==> src/hdl/tmt64_pkg.sv <==
// Shared constants, types and functions for the TinyMT64-style generator.
package tmt64_pkg;

  localparam logic [63:0] MIX_A    = 64'h0000_0000_FA05_1F40;
  localparam logic [63:0] MIX_B    = 64'h0000_0000_FFD0_FFF4;
  localparam logic [63:0] TEMPER_K = 64'h58D0_2FFE_FFBF_FFBC;
  localparam logic [63:0] LOW63    = 64'h7FFF_FFFF_FFFF_FFFF;
  localparam int unsigned FOLD_SH  = 62;
  localparam int unsigned ROUNDS   = 8;
  localparam int unsigned XW       = 64;  // data path width
  localparam int unsigned CW       = 6;   // step counter width, XW steps
  localparam int unsigned DW       = 33;  // divisor width, span up to 2^32

  // Request selector codes
  localparam logic [1:0] FN_RESEED = 2'd0;
  localparam logic [1:0] FN_WORD   = 2'd1;
  localparam logic [1:0] FN_RANGED = 2'd2;

  // Operation of the shared shift/add unit
  typedef enum logic [1:0] {
    OP_MUL = 2'b01,
    OP_REM = 2'b10
  } tmt_op_t;

  // Control from the sequencer to the shared unit
  typedef struct packed {
    logic       start;
    tmt_op_t    op;
    logic [3:0] init;   // accumulator start value for multiply
  } tmt_req_t;

  // Result of one generator advance
  typedef struct packed {
    logic [63:0] first;
    logic [63:0] second;
    logic [63:0] word;
  } tmt_adv_t;

  // Fold of the top bits used by the seeding rounds
  function automatic logic [63:0] tmt_fold(input logic [63:0] v);
    return v ^ (v >> FOLD_SH);
  endfunction

  // One state advance plus tempering
  function automatic tmt_adv_t tmt_advance(input logic [63:0] s1, input logic [63:0] s2);
    logic [63:0] x;
    logic [63:0] y;
    tmt_adv_t    r;
    x = (s1 & LOW63) ^ s2;
    x = x ^ (x << 12);
    x = x ^ (x >> 32);
    x = x ^ (x << 32);
    x = x ^ (x << 11);
    r.first  = s2 ^ (x[0] ? MIX_A : 64'd0);
    r.second = x ^ (x[0] ? (MIX_B << 32) : 64'd0);
    y = (r.first + r.second) ^ (r.first >> 8);
    r.word = y ^ (y[0] ? TEMPER_K : 64'd0);
    return r;
  endfunction

  // Seeding evaluated at elaboration, gives the state after reset
  function automatic logic [127:0] tmt_reseed(input logic [63:0] s);
    logic [63:0] p;
    logic [63:0] q;
    p = s ^ (MIX_A << 32);
    q = MIX_B ^ TEMPER_K;
    for (int k = 1; k <= ROUNDS; k++) begin
      if ((k % 2) == 1) begin
        q = q ^ (64'(k) + TEMPER_K * tmt_fold(p));
      end else begin
        p = p ^ (64'(k) + TEMPER_K * tmt_fold(q));
      end
    end
    return {p, q};
  endfunction

  localparam logic [127:0] RST_STATE  = tmt_reseed(64'd0);
  localparam logic [63:0]  RST_FIRST  = RST_STATE[127:64];
  localparam logic [63:0]  RST_SECOND = RST_STATE[63:0];

endpackage

==> src/hdl/tmt64_if.sv <==
// Valid/ready channel interfaces for requests and results.
interface tmt64_in_if;
  logic               valid;
  logic               ready;
  logic [1:0]         func;
  logic [63:0]        seed;
  logic signed [31:0] range_low;
  logic signed [31:0] range_high;

  modport source (output valid, func, seed, range_low, range_high, input ready);
  modport sink   (input valid, func, seed, range_low, range_high, output ready);
endinterface

interface tmt64_out_if;
  logic               valid;
  logic               ready;
  logic [63:0]        word;
  logic signed [31:0] ranged_value;

  modport source (output valid, word, ranged_value, input ready);
  modport sink   (input valid, word, ranged_value, output ready);
endinterface

==> src/hdl/tmt64_iter_unit.sv <==
// Shared bit-serial unit: 64-bit multiply by the tempering constant, or 64/33 remainder.
module tmt64_iter_unit (
  input  logic                clk,
  input  logic                rst_n,
  input  tmt64_pkg::tmt_req_t req,
  input  logic [63:0]         opa,
  input  logic [32:0]         div,
  output logic                done,
  output logic [63:0]         result
);
  import tmt64_pkg::*;

  logic          busy_r, busy_nxt;
  logic [CW-1:0] cnt_r, cnt_nxt;
  tmt_op_t       op_r;
  logic [XW-1:0] acc_r, acc_nxt;
  logic [XW-1:0] sh_r, sh_nxt;
  logic [XW-1:0] mc_r, mc_nxt;
  logic [DW-1:0] div_r;
  logic [XW-1:0] add_a, add_b, rem_sh;
  logic          add_ci;
  logic [XW:0]   sum;

  // Operand selection for the single adder
  always_comb begin
    rem_sh = {acc_r[XW-2:0], sh_r[XW-1]};
    if (op_r == OP_MUL) begin
      add_a  = acc_r;
      add_b  = sh_r[0] ? mc_r : '0;
      add_ci = 1'b0;
    end else begin
      add_a  = rem_sh;
      add_b  = ~{{(XW-DW){1'b0}}, div_r};
      add_ci = 1'b1;
    end
    sum = {1'b0, add_a} + {1'b0, add_b} + {{XW{1'b0}}, add_ci};
  end

  // Step update: one multiplier bit or one quotient bit per cycle
  always_comb begin
    busy_nxt = busy_r;
    cnt_nxt  = cnt_r;
    acc_nxt  = acc_r;
    sh_nxt   = sh_r;
    mc_nxt   = mc_r;
    if (busy_r) begin
      cnt_nxt = cnt_r + 1'b1;
      if (cnt_r == CW'(XW - 1)) begin
        busy_nxt = 1'b0;
      end
      if (op_r == OP_MUL) begin
        acc_nxt = sum[XW-1:0];
        sh_nxt  = sh_r >> 1;
        mc_nxt  = mc_r << 1;
      end else begin
        // carry out means no borrow: shifted remainder >= divisor
        acc_nxt = sum[XW] ? sum[XW-1:0] : rem_sh;
        sh_nxt  = sh_r << 1;
      end
    end
  end

  assign done   = busy_r && (cnt_r == CW'(XW - 1));
  assign result = acc_nxt;

  always_ff @(posedge clk) begin
    if (!rst_n) begin
      busy_r <= 1'b0;
      cnt_r  <= '0;
    end else if (req.start) begin
      busy_r <= 1'b1;
      cnt_r  <= '0;
    end else begin
      busy_r <= busy_nxt;
      cnt_r  <= cnt_nxt;
    end
  end

  // Operand registers
  always_ff @(posedge clk) begin
    if (req.start) begin
      op_r  <= req.op;
      acc_r <= (req.op == OP_MUL) ? {{(XW-4){1'b0}}, req.init} : '0;
      sh_r  <= opa;
      mc_r  <= TEMPER_K;
      div_r <= div;
    end else begin
      acc_r <= acc_nxt;
      sh_r  <= sh_nxt;
      mc_r  <= mc_nxt;
    end
  end

endmodule

==> src/hdl/tinymt64_generator_core.sv <==
// Top level of the TinyMT64-style generator: request sequencer, state and result register.
//
// Usage: requests arrive on in_ch (valid/ready) with func, seed and a signed
// range; exactly one result transaction per request leaves on out_ch.
// func 0 reseeds (result zero), func 1 returns a tempered 64-bit word,
// func 2 returns range_low + (draw mod span), or range_low with no state
// change when range_low >= range_high; func 3 returns zeros.
// The block takes one request at a time: in_ch.ready is high only while the
// sequencer is idle. A finished result sits in the output register, so a
// new request can be taken while that result still waits.
// The path from acceptance to out_ch.valid depends on the case: func 3 and
// empty ranges go straight to the finish state, func 1 passes one step state,
// a ranged draw adds a remainder, and a reseed runs one multiply per round.
// Multiply and remainder run in the shared shift/add unit, one bit per cycle,
// plus one issue state per round. in_ch.ready returns in the cycle after the
// result is loaded into the output register.
// If out_ch.ready stays low, the next result waits in the sequencer until
// the output register frees up; nothing is dropped.
// Reset (synchronous, active low) loads the state a seed of zero gives and
// empties the output register; no clearing pass is needed.
module tinymt64_generator_core (
  input logic          clk,
  input logic          rst_n,
  tmt64_in_if.sink     in_ch,
  tmt64_out_if.source  out_ch
);
  import tmt64_pkg::*;

  typedef enum logic [5:0] {
    S_IDLE   = 6'b000001,
    S_RSTART = 6'b000010,
    S_RWAIT  = 6'b000100,
    S_STEP   = 6'b001000,
    S_DWAIT  = 6'b010000,
    S_FIN    = 6'b100000
  } state_t;

  state_t             state_r, state_nxt;
  logic [63:0]        first_r, first_nxt;
  logic [63:0]        second_r, second_nxt;
  logic [3:0]         round_r, round_nxt;
  logic [1:0]         func_r;
  logic signed [31:0] lo_r;
  logic [32:0]        span_r;
  logic [63:0]        res_word_r, res_word_nxt;
  logic [31:0]        res_rng_r, res_rng_nxt;
  logic               out_valid_r, out_valid_nxt;
  logic [63:0]        out_word_r;
  logic [31:0]        out_rng_r;
  logic               load_out;
  logic               in_acc;
  logic               range_empty;
  logic [32:0]        span_in;
  tmt_req_t           req;
  logic [63:0]        iu_opa;
  logic               iu_done;
  logic [63:0]        iu_result;
  tmt_adv_t           adv;

  assign in_ch.ready = (state_r == S_IDLE);
  assign in_acc      = in_ch.valid && in_ch.ready;
  assign range_empty = (in_ch.range_low >= in_ch.range_high);
  assign span_in     = {in_ch.range_high[31], in_ch.range_high}
                     - {in_ch.range_low[31], in_ch.range_low} + 33'd1;
  assign adv         = tmt_advance(first_r, second_r);
  assign load_out    = (state_r == S_FIN) && (!out_valid_r || out_ch.ready);

  // Shared unit requests: seeding multiply or remainder of the draw
  always_comb begin
    req.start = 1'b0;
    req.op    = OP_MUL;
    req.init  = round_r;
    iu_opa    = round_r[0] ? tmt_fold(first_r) : tmt_fold(second_r);
    if (state_r == S_RSTART) begin
      req.start = 1'b1;
    end else if (state_r == S_STEP && func_r == FN_RANGED) begin
      req.start = 1'b1;
      req.op    = OP_REM;
      req.init  = '0;
      iu_opa    = adv.word;
    end
  end

  tmt64_iter_unit u_iter (
    .clk    (clk),
    .rst_n  (rst_n),
    .req    (req),
    .opa    (iu_opa),
    .div    (span_r),
    .done   (iu_done),
    .result (iu_result)
  );

  // Sequencer
  always_comb begin
    state_nxt    = state_r;
    first_nxt    = first_r;
    second_nxt   = second_r;
    round_nxt    = round_r;
    res_word_nxt = res_word_r;
    res_rng_nxt  = res_rng_r;
    unique case (state_r)
      S_IDLE: begin
        if (in_acc) begin
          res_word_nxt = '0;
          res_rng_nxt  = '0;
          unique case (in_ch.func)
            FN_RESEED: begin
              first_nxt  = in_ch.seed ^ (MIX_A << 32);
              second_nxt = MIX_B ^ TEMPER_K;
              round_nxt  = 4'd1;
              state_nxt  = S_RSTART;
            end
            FN_WORD: state_nxt = S_STEP;
            FN_RANGED: begin
              if (range_empty) begin
                res_rng_nxt = in_ch.range_low;
                state_nxt   = S_FIN;
              end else begin
                state_nxt = S_STEP;
              end
            end
            default: state_nxt = S_FIN;
          endcase
        end
      end
      S_RSTART: state_nxt = S_RWAIT;
      S_RWAIT: begin
        if (iu_done) begin
          // odd rounds fold into the second word, even rounds into the first
          if (round_r[0]) begin
            second_nxt = second_r ^ iu_result;
          end else begin
            first_nxt = first_r ^ iu_result;
          end
          round_nxt = round_r + 4'd1;
          state_nxt = (round_r == 4'(ROUNDS)) ? S_FIN : S_RSTART;
        end
      end
      S_STEP: begin
        first_nxt  = adv.first;
        second_nxt = adv.second;
        if (func_r == FN_WORD) begin
          res_word_nxt = adv.word;
          state_nxt    = S_FIN;
        end else begin
          state_nxt = S_DWAIT;
        end
      end
      S_DWAIT: begin
        if (iu_done) begin
          res_rng_nxt = lo_r + iu_result[31:0];
          state_nxt   = S_FIN;
        end
      end
      S_FIN: begin
        if (load_out) begin
          state_nxt = S_IDLE;
        end
      end
      default: state_nxt = S_IDLE;
    endcase
  end

  // Output register handshake
  always_comb begin
    out_valid_nxt = out_valid_r;
    if (out_valid_r && out_ch.ready) begin
      out_valid_nxt = 1'b0;
    end
    if (load_out) begin
      out_valid_nxt = 1'b1;
    end
  end

  always_ff @(posedge clk) begin
    if (!rst_n) begin
      state_r     <= S_IDLE;
      first_r     <= RST_FIRST;
      second_r    <= RST_SECOND;
      round_r     <= '0;
      out_valid_r <= 1'b0;
    end else begin
      state_r     <= state_nxt;
      first_r     <= first_nxt;
      second_r    <= second_nxt;
      round_r     <= round_nxt;
      out_valid_r <= out_valid_nxt;
    end
  end

  // Request and result payload
  always_ff @(posedge clk) begin
    if (in_acc) begin
      func_r <= in_ch.func;
      lo_r   <= in_ch.range_low;
      span_r <= span_in;
    end
    res_word_r <= res_word_nxt;
    res_rng_r  <= res_rng_nxt;
    if (load_out) begin
      out_word_r <= res_word_r;
      out_rng_r  <= res_rng_r;
    end
  end

  assign out_ch.valid        = out_valid_r;
  assign out_ch.word         = out_word_r;
  assign out_ch.ranged_value = out_rng_r;

endmodule
==> src/flat_wrapper.sv <==
// flat-port wrapper written by rule: the top's interface ports become plain ports
module tinymt64_generator_core_flat import tmt64_pkg::*;
  (clk, rst_n, in_ch_valid, in_ch_func, in_ch_seed, in_ch_range_low, in_ch_range_high, in_ch_ready, out_ch_valid, out_ch_word, out_ch_ranged_value, out_ch_ready);
  tmt64_in_if in_ch_i ();
  tmt64_out_if out_ch_i ();
  input logic clk;
  input logic rst_n;
  input wire logic [$bits(in_ch_i.valid)-1:0] in_ch_valid;
  input wire logic [$bits(in_ch_i.func)-1:0] in_ch_func;
  input wire logic [$bits(in_ch_i.seed)-1:0] in_ch_seed;
  input wire logic [$bits(in_ch_i.range_low)-1:0] in_ch_range_low;
  input wire logic [$bits(in_ch_i.range_high)-1:0] in_ch_range_high;
  output wire logic [$bits(in_ch_i.ready)-1:0] in_ch_ready;
  output wire logic [$bits(out_ch_i.valid)-1:0] out_ch_valid;
  output wire logic [$bits(out_ch_i.word)-1:0] out_ch_word;
  output wire logic [$bits(out_ch_i.ranged_value)-1:0] out_ch_ranged_value;
  input wire logic [$bits(out_ch_i.ready)-1:0] out_ch_ready;
  assign in_ch_i.valid = in_ch_valid;
  assign in_ch_i.func = in_ch_func;
  assign in_ch_i.seed = in_ch_seed;
  assign in_ch_i.range_low = in_ch_range_low;
  assign in_ch_i.range_high = in_ch_range_high;
  assign in_ch_ready = in_ch_i.ready;
  assign out_ch_valid = out_ch_i.valid;
  assign out_ch_word = out_ch_i.word;
  assign out_ch_ranged_value = out_ch_i.ranged_value;
  assign out_ch_i.ready = out_ch_ready;
  tinymt64_generator_core u_core (.clk(clk), .rst_n(rst_n), .in_ch(in_ch_i), .out_ch(out_ch_i));
endmodule
==> config.mk <==
export PLATFORM = sky130hd
export DESIGN_NAME = tinymt64_generator_core_flat
export DESIGN_NICKNAME = d
export VERILOG_FILES = /design/src/hdl/tmt64_pkg.sv /design/src/hdl/tmt64_if.sv /design/src/hdl/tmt64_iter_unit.sv /design/src/hdl/tinymt64_generator_core.sv /design/src/flat_wrapper.sv
export SDC_FILE = /design/constraint.sdc
export NUM_CORES = 2
export LEC_CHECK = 0
export BUFFER_PORTS_ARGS = -buffer_cell sky130_fd_sc_hd__buf_2
export CAP_MARGIN = 20
export CORE_MARGIN = 2
export CORE_UTILIZATION = 50
export DETAILED_ROUTE_END_ITERATION = 6
export MAX_ROUTING_LAYER = met4
export PLACE_DENSITY = 0.67
export SLEW_MARGIN = 10
export SYNTH_ARGS = -nofsm -noshare
export SYNTH_HDL_FRONTEND = slang
export SYNTH_SLANG_ARGS = --single-unit
==> constraint.sdc <==
create_clock -name clk -period 8.2 [get_ports clk]
set_input_delay 0.82 -clock clk [delete_from_list [all_inputs] [get_ports clk]]
set_output_delay 0.82 -clock clk [all_outputs]
set_load 0.05 [all_outputs]
**Word level (Yosys, flattened, before mapping)**

Cells that the tools add are included.

- Memory bits (read-only): 0
- Output and inout port bits: 98
- Flip-flop bits (word level): 630
- Latch bits: 0
- RAM bits: 0
- Memories: 0
- Logic and storage cells: 145
- Input bits: 134

- Bitwise operators: 16
- Reductions and logical operators: 22
- Shift operators: 0
- Div/mod/pow operators: 0
- Magnitude comparators: 1
- Add/sub/neg operators: 8
- Multiplexer cells: 57
- Multipliers: 0
- Equality and inequality tests: 22

Operator list:

| operator | number |
|---|---|
| two-way mux 64 bit | 24 |
| bitwise XOR 64 bit | 8 |
| one-hot mux 64 bit (3 select lines) | 2 |
| two-way mux 32 bit | 5 |
| one-hot mux 64 bit (2 select lines) | 1 |
| bitwise XOR 64 x 2 -> 64 bit | 2 |
| adder 64 x 64 -> 65 bit | 1 |
| adder 65 x 1 -> 65 bit | 1 |
| adder 64 bit | 1 |
| NOT 33 -> 64 bit | 1 |
| one-hot mux 32 bit (2 select lines) | 1 |
| bitwise XOR 63 x 64 -> 64 bit | 1 |
| bitwise XOR 64 x 32 -> 64 bit | 1 |
| bitwise XOR 64 x 56 -> 64 bit | 1 |
| two-way mux 63 bit | 1 |
| two-way mux 6 bit | 8 |
| one-hot mux 6 bit (6 select lines) | 1 |
| adder 33 x 1 -> 33 bit, second input constant | 1 |
| subtractor 32 x 32 -> 33 bit | 1 |
| adder 32 bit | 1 |
| >= comparator 32 bit | 1 |
| one-hot mux 6 bit (3 select lines) | 1 |
| two-way mux 4 bit | 4 |
| NOT 14 bit | 1 |
| other kinds (28) | 56 |

**Longest topological paths before layout**

- Depth after elaboration: 14
- Gate-level depth with buffers: 37
- Depth with buffers taken out: 32

**Hierarchy**

Synthesis repeated with hierarchy kept, for this count alone.

- Cell total of the unflattened synthesis: 5001
- Area total of the unflattened synthesis: 44001.0 um2

Modules (own cells, without submodules):

| module | cells an instance | area each (um2) | seq. area each (um2) | times used |
|---|---|---|---|---|
| tinymt64_generator_core | 3018 | 28557.4 | 10560.1 | 1 |
| tmt64_iter_unit | 1983 | 15443.6 | 5635.4 | 1 |

**Worst setup path after synthesis**

OpenSTA, ideal clock, no wires.

- Path kind: register to register
- From: register u_core.u_iter.op_r[0]
- To: register u_core.res_rng_r[31], data pin
- Setup time: 267 ps
- Cell stages (with the launch flop): 37
- Data arrival time: 7285 ps
- Buffers on the path: 7
- Clock period less this slack: 7552 ps
- Setup slack: 648 ps
- Required time: 7933 ps
- Cells stage by stage: edfxtp_1 nand2b_1 clkbuf_1 clkinv_1 clkbuf_1 clkbuf_1 buf_1 fa_1 fa_1 nand2b_1 a21oi_1 o21ai_1 o21ai_1 a22oi_1 o2111ai_1 a41oi_2 and2_1 buf_2 buf_4 buf_2 o211ai_1 o21ai_0 inv_1 ha_1 a211o_1 o211ai_1 a2111oi_0 nor2_1 and3_1 o31a_1 a2bb2oi_1 o31a_1 a21oi_1 a21oi_1 o21ai_0 xnor2_1 o21ai_0

- Cells in the longest elaborated chain, start to end: 10
- Elaborated cells between the ends (all ways): 12
- Classes of those cells: add/sub (3); eq/ne (1); mux (8)

Ends and longest elaborated chain:

| item | line | source |
|---|---|---|
| start: declaration | tmt64_iter_unit.sv:15 | `tmt_op_t op_r;` |
| start signal: assignment | tmt64_iter_unit.sv:82 | `op_r <= req.op;` |
| == test 2 x 1 -> 1 bit (*) | tmt64_iter_unit.sv:27, tmt64_iter_unit.sv:51 |  |
| two-way mux 64 bit | tmt64_iter_unit.sv:27 | `if (op_r == OP_MUL) begin` |
| adder 64 x 64 -> 65 bit | tmt64_iter_unit.sv:36 | `sum = {1'b0, add_a} + {1'b0, add_b} + {{XW{1'b0}}, add_ci};` |
| adder 65 x 1 -> 65 bit | tmt64_iter_unit.sv:36 |  |
| two-way mux 64 bit | tmt64_iter_unit.sv:57 | `acc_nxt = sum[XW] ? sum[XW-1:0] : rem_sh;` |
| two-way mux 64 bit (*) | tmt64_iter_unit.sv:51 | `if (op_r == OP_MUL) begin` |
| two-way mux 64 bit (*) | tmt64_iter_unit.sv:46 | `if (busy_r) begin` |
| adder 32 bit (*) | tinymt64_generator_core.sv:152 | `res_rng_nxt = lo_r + iu_result[31:0];` |
| two-way mux 32 bit (*) | tinymt64_generator_core.sv:151 | `if (iu_done) begin` |
| one-hot mux 32 bit (2 select lines) (*) | tinymt64_generator_core.sv:102 | `unique case (state_r)` |
| named net u_core.res_rng_nxt[31] | tinymt64_generator_core.sv:46 | `logic [31:0] res_rng_r, res_rng_nxt;` |
| end signal: assignment | tinymt64_generator_core.sv:200 | `res_rng_r <= res_rng_nxt;` |
| end: declaration | tinymt64_generator_core.sv:46 |  |

The timed path passes the listed nets; every way through them passes the cells marked *. The select of a mux whose other input is x is not followed.
A chain may end at the register's enable or synchronous reset.

**Worst setup path after layout**

- From: register u_core.u_iter.op_r[0]
- To: register u_core.res_rng_r[30], data pin

- Cells in the longest elaborated chain, start to end: 10
- Elaborated cells between the ends (all ways): 12
- Classes of those cells: add/sub (3); eq/ne (1); mux (8)

Ends and longest elaborated chain:

| item | line | source |
|---|---|---|
| == test 2 x 1 -> 1 bit (*) | tmt64_iter_unit.sv:27, tmt64_iter_unit.sv:51 |  |
| two-way mux 64 bit | tmt64_iter_unit.sv:27 |  |
| adder 64 x 64 -> 65 bit | tmt64_iter_unit.sv:36 |  |
| adder 65 x 1 -> 65 bit | tmt64_iter_unit.sv:36 |  |
| two-way mux 64 bit | tmt64_iter_unit.sv:57 |  |
| two-way mux 64 bit (*) | tmt64_iter_unit.sv:51 |  |
| two-way mux 64 bit (*) | tmt64_iter_unit.sv:46 |  |
| named net u_core.iu_result[15] | tinymt64_generator_core.sv:57 | `logic [63:0] iu_result;` |
| adder 32 bit (*) | tinymt64_generator_core.sv:152 |  |
| two-way mux 32 bit (*) | tinymt64_generator_core.sv:151 |  |
| one-hot mux 32 bit (2 select lines) (*) | tinymt64_generator_core.sv:102 |  |
| named net u_core.res_rng_nxt[30] | tinymt64_generator_core.sv:46 |  |

Marked as above.

==> impl_results.md <==
- Status: finished, violations left
- Failing checks: design-rule violations
- Post-route cell area: 47,400 sq um
- Fin crit share: 0.939
- Static Leak: about 19 nW
- YS warnings: 0
- Area after DPL: about 45,000 sq um
- Post-synthesis register bit count: 630
- Rel. slew slack: 0.185
- Buf/Inv on CP: 3
- Area contributors post-synth: edfxtp_1 (25%), dfxtp_1 (13%), ha_1 (7.6%)
- Gr ovfl total: 0
- Top cell type by total area after synthesis: edfxtp_1
- Post-synth top area share: 0.253
- Vias: approximately 38k
- # DRC: 6
- Fmax: about 0.13 GHz
- Nets: around 5.4k
- Die extent in y: roughly 300 um
- Initial antenna violation count: 0
- Async SR Flop Fraction: 0
- Post-Route WL: between 150,000 and 200,000 um
- Core area: 83,800 sq um
- Root Driver: clkbuf_16
- Ant diodes: 0
- Core Rows: ~110
- Max_cap viols: 0
- Wire length of the first global-routing pass: approximately 220,000 um
- Worst setup margin: about 0.50 ns
- Slowest-stage cell, CP: fa_1
- Placer Congestion: approximately 1.0
- Drt wl/cell: ~24 um
- Worst Tran Pin Value: 1.21 ns
- First-pass DRT Iterations: 7
- CTS tree: yes
- Final Skew: between 0.03 and 0.04 ns
- Final Hold Viols: 0
- Insertion delay to the later sink of the worst-skew pair: between 0.6 and 0.7 ns
- Dominant synthesized flop cell: edfxtp_1
- Share of cells above drive strength 1: 0.103
- Crit path required time: between 8 and 9 ns
- Delay-heaviest family, CP: compound AO/OA/AOI/OAI gates
- PortBufs: around 230
- GRT Total Usage: 0.349
- Syn_area_per_cell: just under 9 sq um
- Maximum number of pins on one net before global-route repair: between 100 and 150
- Synth Net Count: approximately 5.3k
- Die width: around 300 um
- CP startpoint kind: flop
- Vias in the first global route: ~35k
- Clock Tree Buf Depth: 3
- Worst-path maximum fanout: 15
- # hold bufs at CTS: 0
- Max Slew Vio Count: 0
- Pwr Density: ~400 nW/um^2
- Largest vdd supply drop: between 0.2 and 0.3 mV
- Number of routed nets with antenna violations: 0
- Number of distinct library cells after synthesis: 91
- Initial Util: 0.506
- Clk sinks: 630
- Die area: between 80,000 and 90,000 sq um
- Area delta synth->final: 11.6%
- Place WS: 0.189 ns
- Cells after synthesis: 4,894
- Sequential area share after synthesis: 0.382
- RSZ-0062 raised after global routing: false
- Final Critical Period: just under 8 ns
- Setup Fix Bufs, Post-CTS: 0
- Critical Path End Type: flop
- DR iter-0 viols: between 4k and 5k
- Top Ports: between 200 and 250
- EDFF count, synth: 358
- Final setup viols: 0
- Crit Path Class: flop to flop
- Cell area after synthesis: around 42,000 sq um
- Hold Crit Class: flop to flop
- Post-DP HPWL: between 100,000 and 150,000 um
- Arrival @ worst endpoint: about 8.1 ns
- Num CTS Buffers: between 70 and 80
- Vias/cell: 6.17
- TNS Setup: 0 ns
- Htree depth: 3
- Hold slack: 0.411 ns
- Crit path largest cell delay: between 0.4 and 0.5 ns
- Layout Utilization: 0.565
- Worst-path clk slew: 0.06 ns
-- area by class of cell --
class | count | area, sq um
fill | 7747 | 36500
multi-input combinational | 3802 | 24600
sequential | 630 | 16200
clock buffer | 93 | 2060
timing repair buffer | 323 | 1910
clock inverter | 44 | 510
inverter | 163 | 616
tap | 1134 | 1420
-- where the power goes --
group | switching, mW | total [mW] | leakage [nW] | internal, mW
clock | 1.43 | 3.51 | 1.26 | 2.08
sequential | 0.527 | 4.58 | 5.61 | 4.05
combinational | 6.86 | 10.9 | 12.5 | 4.04
total | 8.82 | 19.0 | 19.3 | 10.2
-- metal layers --
layer | wire, um | part of all wire | vias to the layer above | GRT usage
met5 | 0 | 0 | - | -
met4 | 6660 | 0.044 | 0 | 0.139
met3 | 15000 | 0.10 | 270 | 0.0592
met2 | 63900 | 0.43 | 1954 | 0.507
met1 | 64800 | 0.43 | 18200 | 0.482
li1 | - | - | 17700 | -
-- what timing repair did --
item | 4_1_cts | 5_1_grt
setup endpoints to repair | 0 | 8
endpoints found under the hold margin | 0 | 0
gates resized for setup | 0 | 9
-- worst paths after layout --
check                                      startpoint                      to  slack [ns]  cells past startpoint
worst min-delay path            u_core.res_word_r[59]  u_core.out_ch.word[59]        0.41                      0
worst min register to register  u_core.res_word_r[59]  u_core.out_ch.word[59]        0.41                      0
worst max register to register  u_core.u_iter.op_r[0]    u_core.res_rng_r[30]        0.50                     32
worst max-delay path            u_core.u_iter.op_r[0]    u_core.res_rng_r[30]        0.50                     32
-- synth_stat cells, types with 12 or more instances --
cell type  count
a211o_1       12
a211oi_1      16
a21o_1       154
a21oi_1      413
a221o_1       23
a221oi_1      23
a22oi_1       35
a2bb2oi_1     13
a31oi_1       63
and2_1        56
and3_1        39
buf_1         34
clkbuf_1     253
dfxtp_1      272
edfxtp_1     358
ha_1         257
inv_1        162
mux2i_1       82
nand2_1      841
nand2b_1      24
nand3_1      133
nand4_1       42
nor2_1       317
nor2b_1       27
nor3_1        55
nor3b_1       18
o211ai_1      49
o21a_1        43
o21ai_0      210
o21bai_1      25
o221ai_1      78
o22ai_1       18
o31a_1        15
o31ai_1       20
or3_1         15
xnor2_1      351
xor2_1       154
-- cells by family after synthesis --
group	share of synthesized area
xor+xnor	0.105
compound gates	0.206
buf+inv	0.0413
simple gates	0.167
mux	0.0201
fa+ha+maj	0.0786
flops	0.382
-- state kept, by name, summed over array words and instances, names as in the netlist, 62 cells and up --
| signal | cells |
|---|---|
| u_core.u_iter.sh_r | 64 |
| u_core.out_ch.word | 64 |
| u_core.first_r | 64 |
| u_core.second_r | 64 |
| u_core.u_iter.acc_r | 64 |
| u_core.u_iter.mc_r | 62 |
| u_core.res_word_r | 64 |
-- per-stage QoR --
step | power (mW) | std cells
floorplan | 12.0 | 4894
global placement | 15.2 | 6050
detailed placement | 15.2 | 6050
CTS | 18.7 | 6187
global route | 20.0 | 6189
finish | 19.0 | 6189
-- cells in the final DEF, fill, tap and decap left out, types with 42 or more instances in the layout --
cell	synthesis	layout
a21o_1	154	154
a21oi_1	413	413
a31oi_1	63	63
and2_1	56	53
buf_2	11	230
buf_4	1	86
clkbuf_16	0	78
dfxtp_1	272	270
edfxtp_1	358	358
ha_1	257	257
inv_1	162	159
mux2i_1	82	82
nand2_1	841	838
nand3_1	133	133
nand4_1	42	42
nor2_1	317	314
nor3_1	55	55
o211ai_1	49	49
o21a_1	43	43
o21ai_0	210	209
o221ai_1	78	78
xnor2_1	351	350
xor2_1	154	153
Note: power is estimated with default switching activity, not from simulation.
